`config.mk`:
```
export PLATFORM = sky130hd
export DESIGN_NAME = fuif_front
export DESIGN_NICKNAME = d
export VERILOG_FILES = /design/src/rtl/fuif_pkg.sv /design/src/rtl/fuif_front.sv
export SDC_FILE = /design/constraint.sdc
export NUM_CORES = 1
export LEC_CHECK = 0
export ABC_AREA = 1
export BUFFER_PORTS_ARGS = -buffer_cell sky130_fd_sc_hd__clkbuf_2
export CAP_MARGIN = 20
export CORE_AREA = 2 2 184 186
export CTS_CLUSTER_SIZE = 40
export DETAILED_ROUTE_END_ITERATION = 16
export DIE_AREA = 0 0 186 188
export PLACE_DENSITY = 0.77
export SLEW_MARGIN = 40
export SYNTH_ARGS = -nofsm -noshare
export SYNTH_HDL_FRONTEND = slang
export SYNTH_SLANG_ARGS = --single-unit
```
`constraint.sdc`:
```
create_clock -name clk -period 22.8 [get_ports clk]
set_input_delay 2.28 -clock clk [delete_from_list [all_inputs] [get_ports clk]]
set_output_delay 2.28 -clock clk [all_outputs]
set_load 0.01 [all_outputs]
```
`src/rtl/fuif_pkg.sv`:
```
`timescale 1ns / 1ps

package fuif_pkg;

    // coverage store geometry
    localparam int unsigned WORD_W             = 64;
    localparam int unsigned WORD_SH            = 6;
    localparam int unsigned POS_W              = 20;
    localparam int unsigned POSITION_COUNT_DEF = 1048576;

    typedef struct packed {
        logic [31:0]      gene_id;
        logic [POS_W-1:0] gene_start;
        logic [POS_W-1:0] gene_end;
        logic [31:0]      hit_id;
        logic [31:0]      hit_from;
        logic [31:0]      hit_to;
    } in_item_t;

    typedef struct packed {
        logic [31:0]      out_hit_id;
        logic [31:0]      hit_low;
        logic [31:0]      hit_high;
        logic [31:0]      out_gene_id;
        logic [POS_W-1:0] out_gene_start;
        logic [POS_W-1:0] out_gene_end;
        logic [31:0]      report_count;
    } out_item_t;

    // classified request handed from front to back; positions already clipped
    typedef struct packed {
        logic [31:0]      hit_id;
        logic [31:0]      hit_low;
        logic [31:0]      hit_high;
        logic [31:0]      gene_id;
        logic [POS_W-1:0] gene_start;
        logic [POS_W-1:0] gene_end;
        logic [POS_W-1:0] lo_pos;
        logic [POS_W-1:0] hi_pos;
    } cmd_t;

    typedef enum logic [1:0] {
        BK_CLEAR,
        BK_IDLE,
        BK_SCAN,
        BK_REPORT
    } bk_state_t;

endpackage

```
`src/rtl/fuif_front.sv`:
```
`timescale 1ns / 1ps

module fuif_front import fuif_pkg::*; #(
    parameter int unsigned POSITION_COUNT = POSITION_COUNT_DEF
) (
    input  logic     clk,
    input  logic     rst_n,
    input  logic     push,
    output logic     full,
    input  in_item_t item,
    input  logic     clearing,
    output logic     cmd_valid,
    output cmd_t     cmd,
    input  logic     cmd_pop
);

    localparam logic [31:0] LAST_POS = 32'(POSITION_COUNT - 1);

    cmd_t        q_reg [2];
    logic        wr_ptr_reg, wr_ptr_next;
    logic        rd_ptr_reg, rd_ptr_next;
    logic [1:0]  cnt_reg, cnt_next;
    logic        accept;
    logic        keep;
    cmd_t        new_cmd;

    // classify: order hit coordinates, clip interval ends to the store
    always_comb
    begin
        new_cmd.hit_id     = item.hit_id;
        new_cmd.hit_low    = (item.hit_from < item.hit_to) ? item.hit_from : item.hit_to;
        new_cmd.hit_high   = (item.hit_from < item.hit_to) ? item.hit_to : item.hit_from;
        new_cmd.gene_id    = item.gene_id;
        new_cmd.gene_start = item.gene_start;
        new_cmd.gene_end   = item.gene_end;
        new_cmd.lo_pos     = (32'(item.gene_start) > LAST_POS) ? POS_W'(LAST_POS)
                                                                : item.gene_start;
        new_cmd.hi_pos     = (32'(item.gene_end) > LAST_POS) ? POS_W'(LAST_POS)
                                                              : item.gene_end;
    end

    assign full   = (cnt_reg == 2'd2) || clearing;
    assign accept = push && !full;
    // a reversed interval changes nothing: dropped here
    assign keep   = accept && (item.gene_start <= item.gene_end);

    assign cmd_valid = (cnt_reg != 2'd0);
    assign cmd       = q_reg[rd_ptr_reg];

    always_comb
    begin
        wr_ptr_next = wr_ptr_reg;
        rd_ptr_next = rd_ptr_reg;
        cnt_next    = cnt_reg;
        if (keep)
        begin
            wr_ptr_next = !wr_ptr_reg;
        end
        if (cmd_pop)
        begin
            rd_ptr_next = !rd_ptr_reg;
        end
        if (keep && !cmd_pop)
        begin
            cnt_next = cnt_reg + 2'd1;
        end
        else if (!keep && cmd_pop)
        begin
            cnt_next = cnt_reg - 2'd1;
        end
    end

    always_ff @(posedge clk or negedge rst_n)
    begin
        if (!rst_n)
        begin
            wr_ptr_reg <= 1'b0;
            rd_ptr_reg <= 1'b0;
            cnt_reg    <= 2'd0;
        end
        else
        begin
            wr_ptr_reg <= wr_ptr_next;
            rd_ptr_reg <= rd_ptr_next;
            cnt_reg    <= cnt_next;
        end
    end

    always_ff @(posedge clk)
    begin
        if (keep)
        begin
            q_reg[wr_ptr_reg] <= new_cmd;
        end
    end

    assert property (@(posedge clk) disable iff (!rst_n)
        cmd_pop |-> cmd_valid)
        else $error("request taken from empty queue");

    assert property (@(posedge clk) disable iff (!rst_n)
        clearing |-> !accept)
        else $error("item accepted during store clear");

    assert property (@(posedge clk) disable iff (!rst_n)
        (keep && !cmd_pop) |=> (cnt_reg == $past(cnt_reg) + 2'd1))
        else $error("queue fill count lost a request");

endmodule

```
=== Word level (Yosys, flattened, before mapping) ===
Memories as Yosys holds them, arrays and structs flattened.
Index checks and enable logic that the tools add are counted.

* Memory bits (writable): 416
* Register bits after elaboration: 4
* Output and inout port bits: 210
* Memories: 1

* Mux-type cells: 6
* $lt $le $gt $ge: 2
* Equality and inequality tests: 1
* Reductions and logical operators: 12
* Add/subtract/negate cells: 2

{| class="wikitable"
|+ Memories
! memory !! words !! width !! read ports !! clocked after Yosys merged registers in !! wr ports !! line !! source
|-
| q_reg || 2 || 208 || 1 || 0 || 1 || fuif_front.sv:19 || <nowiki>cmd_t q_reg [2];</nowiki>
|}

{| class="wikitable"
|+ Operator list
! kind !! number
|-
| $mux 32 || 2
|-
| $lt 32x32->1 || 1
|-
| $le 20x20->1 || 1
|-
| $logic_not 1->1 || 5
|-
| $logic_and 1x1->1 || 4
|-
| $mux 2 || 2
|-
| $reduce_bool 2->1 || 2
|-
| $add 2x1->2 const B || 1
|-
| $eq 2x2->1 const B || 1
|-
| $mux 1 || 2
|-
| $sub 2x1->2 const B || 1
|-
| $logic_or 1x1->1 || 1
|}

=== Longest topological paths before layout ===
Gate-level depths: netlist (run 1).

* Depth after elaboration: 9
* Depth in mapped cells: 18

=== Worst setup path after synthesis (run 1) ===
No wires, ideal clock.

* Path kind: in2reg
* Start point: input port item[107] (netlist name)
* End point: memory q_reg[1][100] (netlist name), enable pin
* Stages: 10
* Setup slack: 11.938 ns
* Data required time: 22.102 ns
* Library setup time: 0.698 ns
* Data arrival time: 10.164 ns
* Cell sequence: inv_1 -> ha_1 -> nand2_1 -> nor2_1 -> nand4_1 -> nor2_1 -> nand3_1 -> nand2_1 -> nand2_1 -> nor2_1

* Word-level cells in the longest chain between the ends: 4

{| class="wikitable"
|+ Ends and longest elaborated chain
! what !! line !! source
|-
| start: declaration || fuif_front.sv:10 || <nowiki>input in_item_t item,</nowiki>
|-
| $le 20x20->1 || fuif_front.sv:45 || <nowiki>assign keep = accept && (item.gene_start <= item.gene_end);</nowiki>
|-
| $logic_and 1x1->1 || fuif_front.sv:45 ||
|-
| $mux 1 || fuif_front.sv:91 || <nowiki>if (keep)</nowiki>
|-
| $mux 1 (not written as such) || fuif_front.sv:93 || <nowiki>q_reg[wr_ptr_reg] <= new_cmd;</nowiki>
|-
| end: declaration || fuif_front.sv:19 ||
|}

No other way between the ends.

==> impl_metrics.yaml, run 1 <==
routing:
  ant_nets: 0
  dr.pass1.iters: 5
  viasPerCell: 5.00
  routed_wl_mm: 33.8
  vias: 9201
  first_iter_violations: 455
  post_drt_wl_per_cell_um: 18.4
  drc_errors: 0
floorplan:
  chipHeight_um: 188
  start_util: 0.455
  die_area_um2: 35000
  top_level_ports: 383
  rows: 67
  die_x_um: 186
  core_um2: 33100
clock_network:
  cts.clk_slew.worst_paths_ns: 0.06
  clock_sink_count: 340
  cts_root_buf: "clkbuf_16"
  htree_levels: 2
  cts_resized: 0
  cts_made_buffers: 36
  cts_max_path_buffers: 3
  cts_setup_buffers: 0
  cts_hold_buffers: 0
  worstSkewPairLatency_ns: 0.51
  tritoncts: "yes"
yosys:
  syn_inst: 1018
  syn_avg_cell_area_um2: 14.8
  syn_nets: 1243
  ys_ff_latch: 340
  synth.distinct_cells: 28
  yosysWarnings: 0
  synth_area_um2: 15100
  ys_seq_area_frac: 0.677
placed_design:
  gp_congestion: 0.785
  dpl-instance-area_um2: 17000
  dp_hpwl_mm: 23.4
  numPortBuffers: 382
  dpl.cell_count: 1777
pwr:
  peakVddDrop_uv: 68.0
  p_seq_frac: 0.420
  p_per_area_nw_per_um2: 102
  swShare: 0.295
  p_sw_uw: 544
  p_leak_nw: 7.57
  intPower_mw: 1.30
  p_clk_frac: 0.298
  p_comb_frac: 0.282
timing:
  fmax_mhz: 178
  min_period_ns: 5.63
  skew_ns: 0.00924
  period_share: 0.247
  hold_viol: 0
  rsz0062_at_grt: "false"
  worstMarginPinSlew_ns: 0.836
  setup-violations-final: 0
  fin_setup_tns_ns: 0
  hold_slack_ns: 0.479
  slew_violations: 0
  relSlewSlack: 0.443
worst_setup_path:
  cp_cell_sequence: "buf_4, buf_6, mux2_2, clkbuf_2"
  cp_top_family: "buffers and inverters"
  crit_fanout: 77
  start_kind: "flip-flop"
  critPathArrivalTime_ns: 3.35
  end_kind: "output port"
  cp.required_ns: 20.52
  critPathSlowestCell: "dfrtp_4"
  critPathKind: "reg2out"
  slowest_delay_ns: 0.76
  critPathBufInv: 3
global_route:
  grt-ovfl-total: 0
  grt_usage: 0.188
  antenna_found_initial: 1
  grt_max_degree: 95
  grt_pass1_vias: 9447
  grt_pass1_wl_mm: 50.6
final_layout:
  instances_no_fill: 1839
  area_growth_pct: 20.6
  largest_reg_flops: 336
  layout_commonest_cell: "clkbuf_2"
  drive_gt1_frac: 0.463
  fin_area_um2: 18200
  nNetsFinal: 1593
  antennaDiodeCount: 0
  final_cell_mix: "clkbuf_2 (382), edfxtp_1 (336), nand2_1 (177)"
status:
  outcome: "completed"
hold_path:
  hp-class: "reg2reg"
job:
  maxCapViolations: 0
[kinds of logic after synthesis]
kind of cell | after synthesis | share of synthesized area
flip-flops | 340 | 0.677
adder cells (fa/ha/maj) | 52 | 0.0432
AND/OR/NAND/NOR | 272 | 0.0828
multiplexers | 168 | 0.126
AO/OA/AOI/OAI | 35 | 0.0131
buffers and inverters | 148 | 0.0568
XOR/XNOR | 3 | 0.00175
[cells in the mapped netlist]
master | instances | area share
nor2_1 | 17 | 0.0042
dfrtp_1 | 4 | 0.0066
nand3b_1 | 1 | 0.00050
o21a_1 | 2 | 0.0010
buf_6 | 10 | 0.0075
buf_8 | 4 | 0.0040
nand3_1 | 48 | 0.016
edfxtp_1 | 336 | 0.67
nand2_1 | 177 | 0.044
mux2_2 | 168 | 0.13
o21ai_0 | 5 | 0.0017
nor3_1 | 1 | 0.00033
o21ai_1 | 2 | 0.00066
buf_4 | 40 | 0.020
buf_2 | 24 | 0.0080
nand3_2 | 23 | 0.015
nand4_1 | 2 | 0.00083
inv_1 | 69 | 0.017
nand2_4 | 1 | 0.00075
clkbuf_1 | 1 | 0.00025
xnor2_1 | 1 | 0.00058
nor2_2 | 1 | 0.00042
nand2_2 | 1 | 0.00042
a21oi_2 | 4 | 0.0023
xor2_1 | 2 | 0.0012
a21oi_1 | 21 | 0.0070
o21bai_1 | 1 | 0.00050
ha_1 | 52 | 0.043
[routing by layer]
metal | GRT usage | part of all wire
met1 | 0.200 | 0.36
met2 | 0.350 | 0.53
met3 | 0.0662 | 0.092
met4 | 0.0485 | 0.021
met5 | 0 | 0.00033
[final timing paths]
path	slack, ns	endpoint	cells past startpoint	start
max in group asynchronous	21.07	rd_ptr_reg$_DFFE_PN0P_	1	rst_n
worst min-delay path	0.48	wr_ptr_reg$_DFFE_PN0N_	2	wr_ptr_reg$_DFFE_PN0N_
worst min register to register	0.48	wr_ptr_reg$_DFFE_PN0N_	2	wr_ptr_reg$_DFFE_PN0N_
min in group asynchronous	1.58	rd_ptr_reg$_DFFE_PN0P_	1	rst_n
worst max-delay path	17.17	cmd[86]	4	rd_ptr_reg$_DFFE_PN0P_
worst max register to register	20.22	q_reg[0][158]$_DFFE_PP_	6	cnt_reg[1]$_DFFE_PN0P_
[layout make-up]
| type | count | area (um2) |
|---|---|---|
| Inverter | 69 | 267 |
| Timing Repair Buffer | 391 | 2010 |
| Sequential cell | 340 | 10200 |
| Fill cell | 2738 | 15000 |
| Clock buffer | 43 | 948 |
| Tap cell | 448 | 561 |
| Multi-Input combinational cell | 530 | 4030 |
| Clock inverter | 18 | 150 |
[metrics by stage]
step | total power [mW] | util | setup slack (ns)
finish | 1.85 | 0.548 | 17.17
global route | 1.94 | 0.548 | 16.97
CTS | 1.87 | 0.548 | 17.15
detailed placement | 1.31 | 0.515 | 17.47
global placement | 1.31 | 0.514 | 17.17
floorplan | 1.15 | - | 11.94
[worst reg2reg max path, delay by kind of cell, from the launching register on]
family          cells  cell delay, ns
compound gates      1            0.10
simple gates        2            0.40
buf+inv             3            1.28
flops               1            0.35
[power by group through the flow]
stage,clock network [mW],logic (mW),registers (mW)
final,0.550,0.520,0.777
after global routing,0.587,0.569,0.782
after CTS,0.567,0.528,0.776
after detailed placement,0,0.524,0.789
after global placement,0,0.518,0.787
after floorplan,0,0.366,0.783
(Power assumes the default switching activity.)
==> run 2: changes to the inputs <==
- clock period: 22.8 -> 5.4 ns (I/O delays scaled with it)
==> impl_metrics.yaml, run 2 (synthesized netlist as in run 1, its figures left out) <==
worst_setup_path:
  crit_end: "cmd[21]"
  critPathKind: "reg2out"
  timing.rr.start: "cnt_reg[1]$_DFFE_PN0P_"
  cp_cell_sequence: "buf_4, mux2_2, clkbuf_2"
  start_kind: "flip-flop"
  rr_worst_depth: 6
  crit_fanout: 42
  cp.required_ns: 4.86
  critPathBufInv: 2
  crit_start: "rd_ptr_reg$_DFFE_PN0P_"
  ff2ff_setup_slack_ns: 3.06
  slowest_delay_ns: 0.80
  critPathSlowestCell: "dfrtp_4"
  cp_top_family: "flip-flops"
  cp.depth: 3
  end_kind: "output port"
  worst_r2r_endpoint: "q_reg[0][87]$_DFFE_PP_"
  critPathArrivalTime_ns: 2.50
timing:
  period_share: 0.563
  fin_setup_tns_ns: 0
  worstMarginPinSlew_ns: 0.825
  min_period_ns: 3.04
  rsz0062_at_grt: "false"
  slew_violations: 0
  setup-violations-final: 0
  skew_ns: 0.0173
  relSlewSlack: 0.450
  hold_viol: 0
  hold_slack_ns: 0.209
  fmax_mhz: 329
routing:
  dr.pass1.iters: 5
  viasPerCell: 4.97
  routed_wl_mm: 33.5
  ant_nets: 0
  first_iter_violations: 449
  vias: 9202
  drc_errors: 0
  post_drt_wl_per_cell_um: 18.1
floorplan:
  die_area_um2: 35000
  start_util: 0.455
  top_level_ports: 383
  rows: 67
  core_um2: 33100
  die_x_um: 186
  chipHeight_um: 188
clock_network:
  clock_sink_count: 340
  cts_made_buffers: 36
  cts_root_buf: "clkbuf_16"
  worstSkewPairLatency_ns: 0.52
  htree_levels: 2
  cts.clk_slew.worst_paths_ns: 0.06
  tritoncts: "yes"
  cts_max_path_buffers: 3
pwr:
  swShare: 0.293
  intPower_mw: 5.52
  p_comb_frac: 0.281
  p_leak_nw: 7.61
  p_seq_frac: 0.421
  p_per_area_nw_per_um2: 427
  p_sw_mw: 2.29
  p_clk_frac: 0.298
  peakVddDrop_uv: 375
final_layout:
  fin_area_um2: 18300
  nNetsFinal: 1600
  largest_reg_flops: 336
  area_growth_pct: 21.3
  regArea_um2: 10200
  nFillCells: 2700
  drive_gt1_frac: 0.461
  final_cell_mix: "clkbuf_2 (382), edfxtp_1 (336), nand2_1 (177)"
  multi_input_area_um2: 4030
  layout_commonest_cell: "clkbuf_2"
placed_design:
  dp_hpwl_mm: 23.6
  numPortBuffers: 382
  dpl-instance-area_um2: 17100
  gp_congestion: 0.787
global_route:
  grt_usage: 0.186
  grt_pass1_wl_mm: 50.1
  grt_pass1_vias: 9211
  antenna_found_initial: 3
  grt_max_degree: 88
  grt-ovfl-total: 0
status:
  outcome: "completed"
hold_path:
  hp-class: "in2reg"
job:
  maxCapViolations: 0
run 2: cell count changes in the layout (fill, tap and decap cells not counted):
cell and delta:
buf_8 -1, inv_8 -1, clkinv_1 +7, inv_6 +1
dlygate4sd3_1 +1, buf_6 -4, buf_4 +7, buf_16 +1
buf_12 +3, diode_2 +2, clkinv_2 -3
run 2: power by group through the flow:
stage	clock [mW]	combinational [mW]	sequential (mW)
after floorplan	0	1.55	3.29
after global placement	0	2.20	3.33
after detailed placement	0	2.22	3.34
after CTS	2.38	2.24	3.29
after global routing	2.48	2.41	3.30
final	2.33	2.20	3.28
run 2: layer usage:
| metal | vias up | share of wire | track usage |
|---|---|---|---|
| met5 | - | 0 | 0 |
| met4 | 0 | 0.022 | 0.0588 |
| met3 | 49 | 0.088 | 0.0610 |
| met2 | 351 | 0.51 | 0.328 |
| met1 | 4440 | 0.38 | 0.213 |
| li1 | 4362 | - | - |
run 2: cell type report:
class                           instances  area share
Inverter                               69      0.0145
Antenna cell                            2    0.000274
Clock buffer                           43      0.0519
Timing Repair Buffer                  398       0.115
Multi-Input combinational cell        530       0.221
Clock inverter                         22     0.00884
Tap cell                              448      0.0307
Sequential cell                       340       0.558
run 2: through the flow:
step | setup slack, ns | utilization | total power [mW] | std cells
6_report | 2.36 | 0.552 | 7.81 | 1852
5_1_grt | 2.21 | 0.552 | 8.19 | 1852
4_1_cts | 2.30 | 0.551 | 7.91 | 1850
3_5_place_dp | 2.06 | 0.518 | 5.56 | 1784
3_3_place_gp | 1.98 | 0.517 | 5.53 | 1783
2_1_floorplan | 0.166 | - | 4.84 | 1018
run 2: worst min path at each step:
stage,startpoint,to,slack (ns),depth (start not counted)
floorplan,rst_n,cnt_reg[0]$_DFFE_PN0P_,0.24,0
global placement,rst_n,rd_ptr_reg$_DFFE_PN0P_,0.36,1
detailed placement,rst_n,rd_ptr_reg$_DFFE_PN0P_,0.37,1
CTS,item[155],q_reg[0][99]$_DFFE_PP_,0.17,1
global route,item[75],q_reg[0][187]$_DFFE_PP_,0.18,1
finish,item[91],q_reg[1][203]$_DFFE_PP_,0.21,1
run 2: timing repair:
action                    in CTS  in global routing
gates resized for setup        0                  0
hold endpoints to repair       4                  0
setup buffers                  0                  0
hold buffers                   1                  0
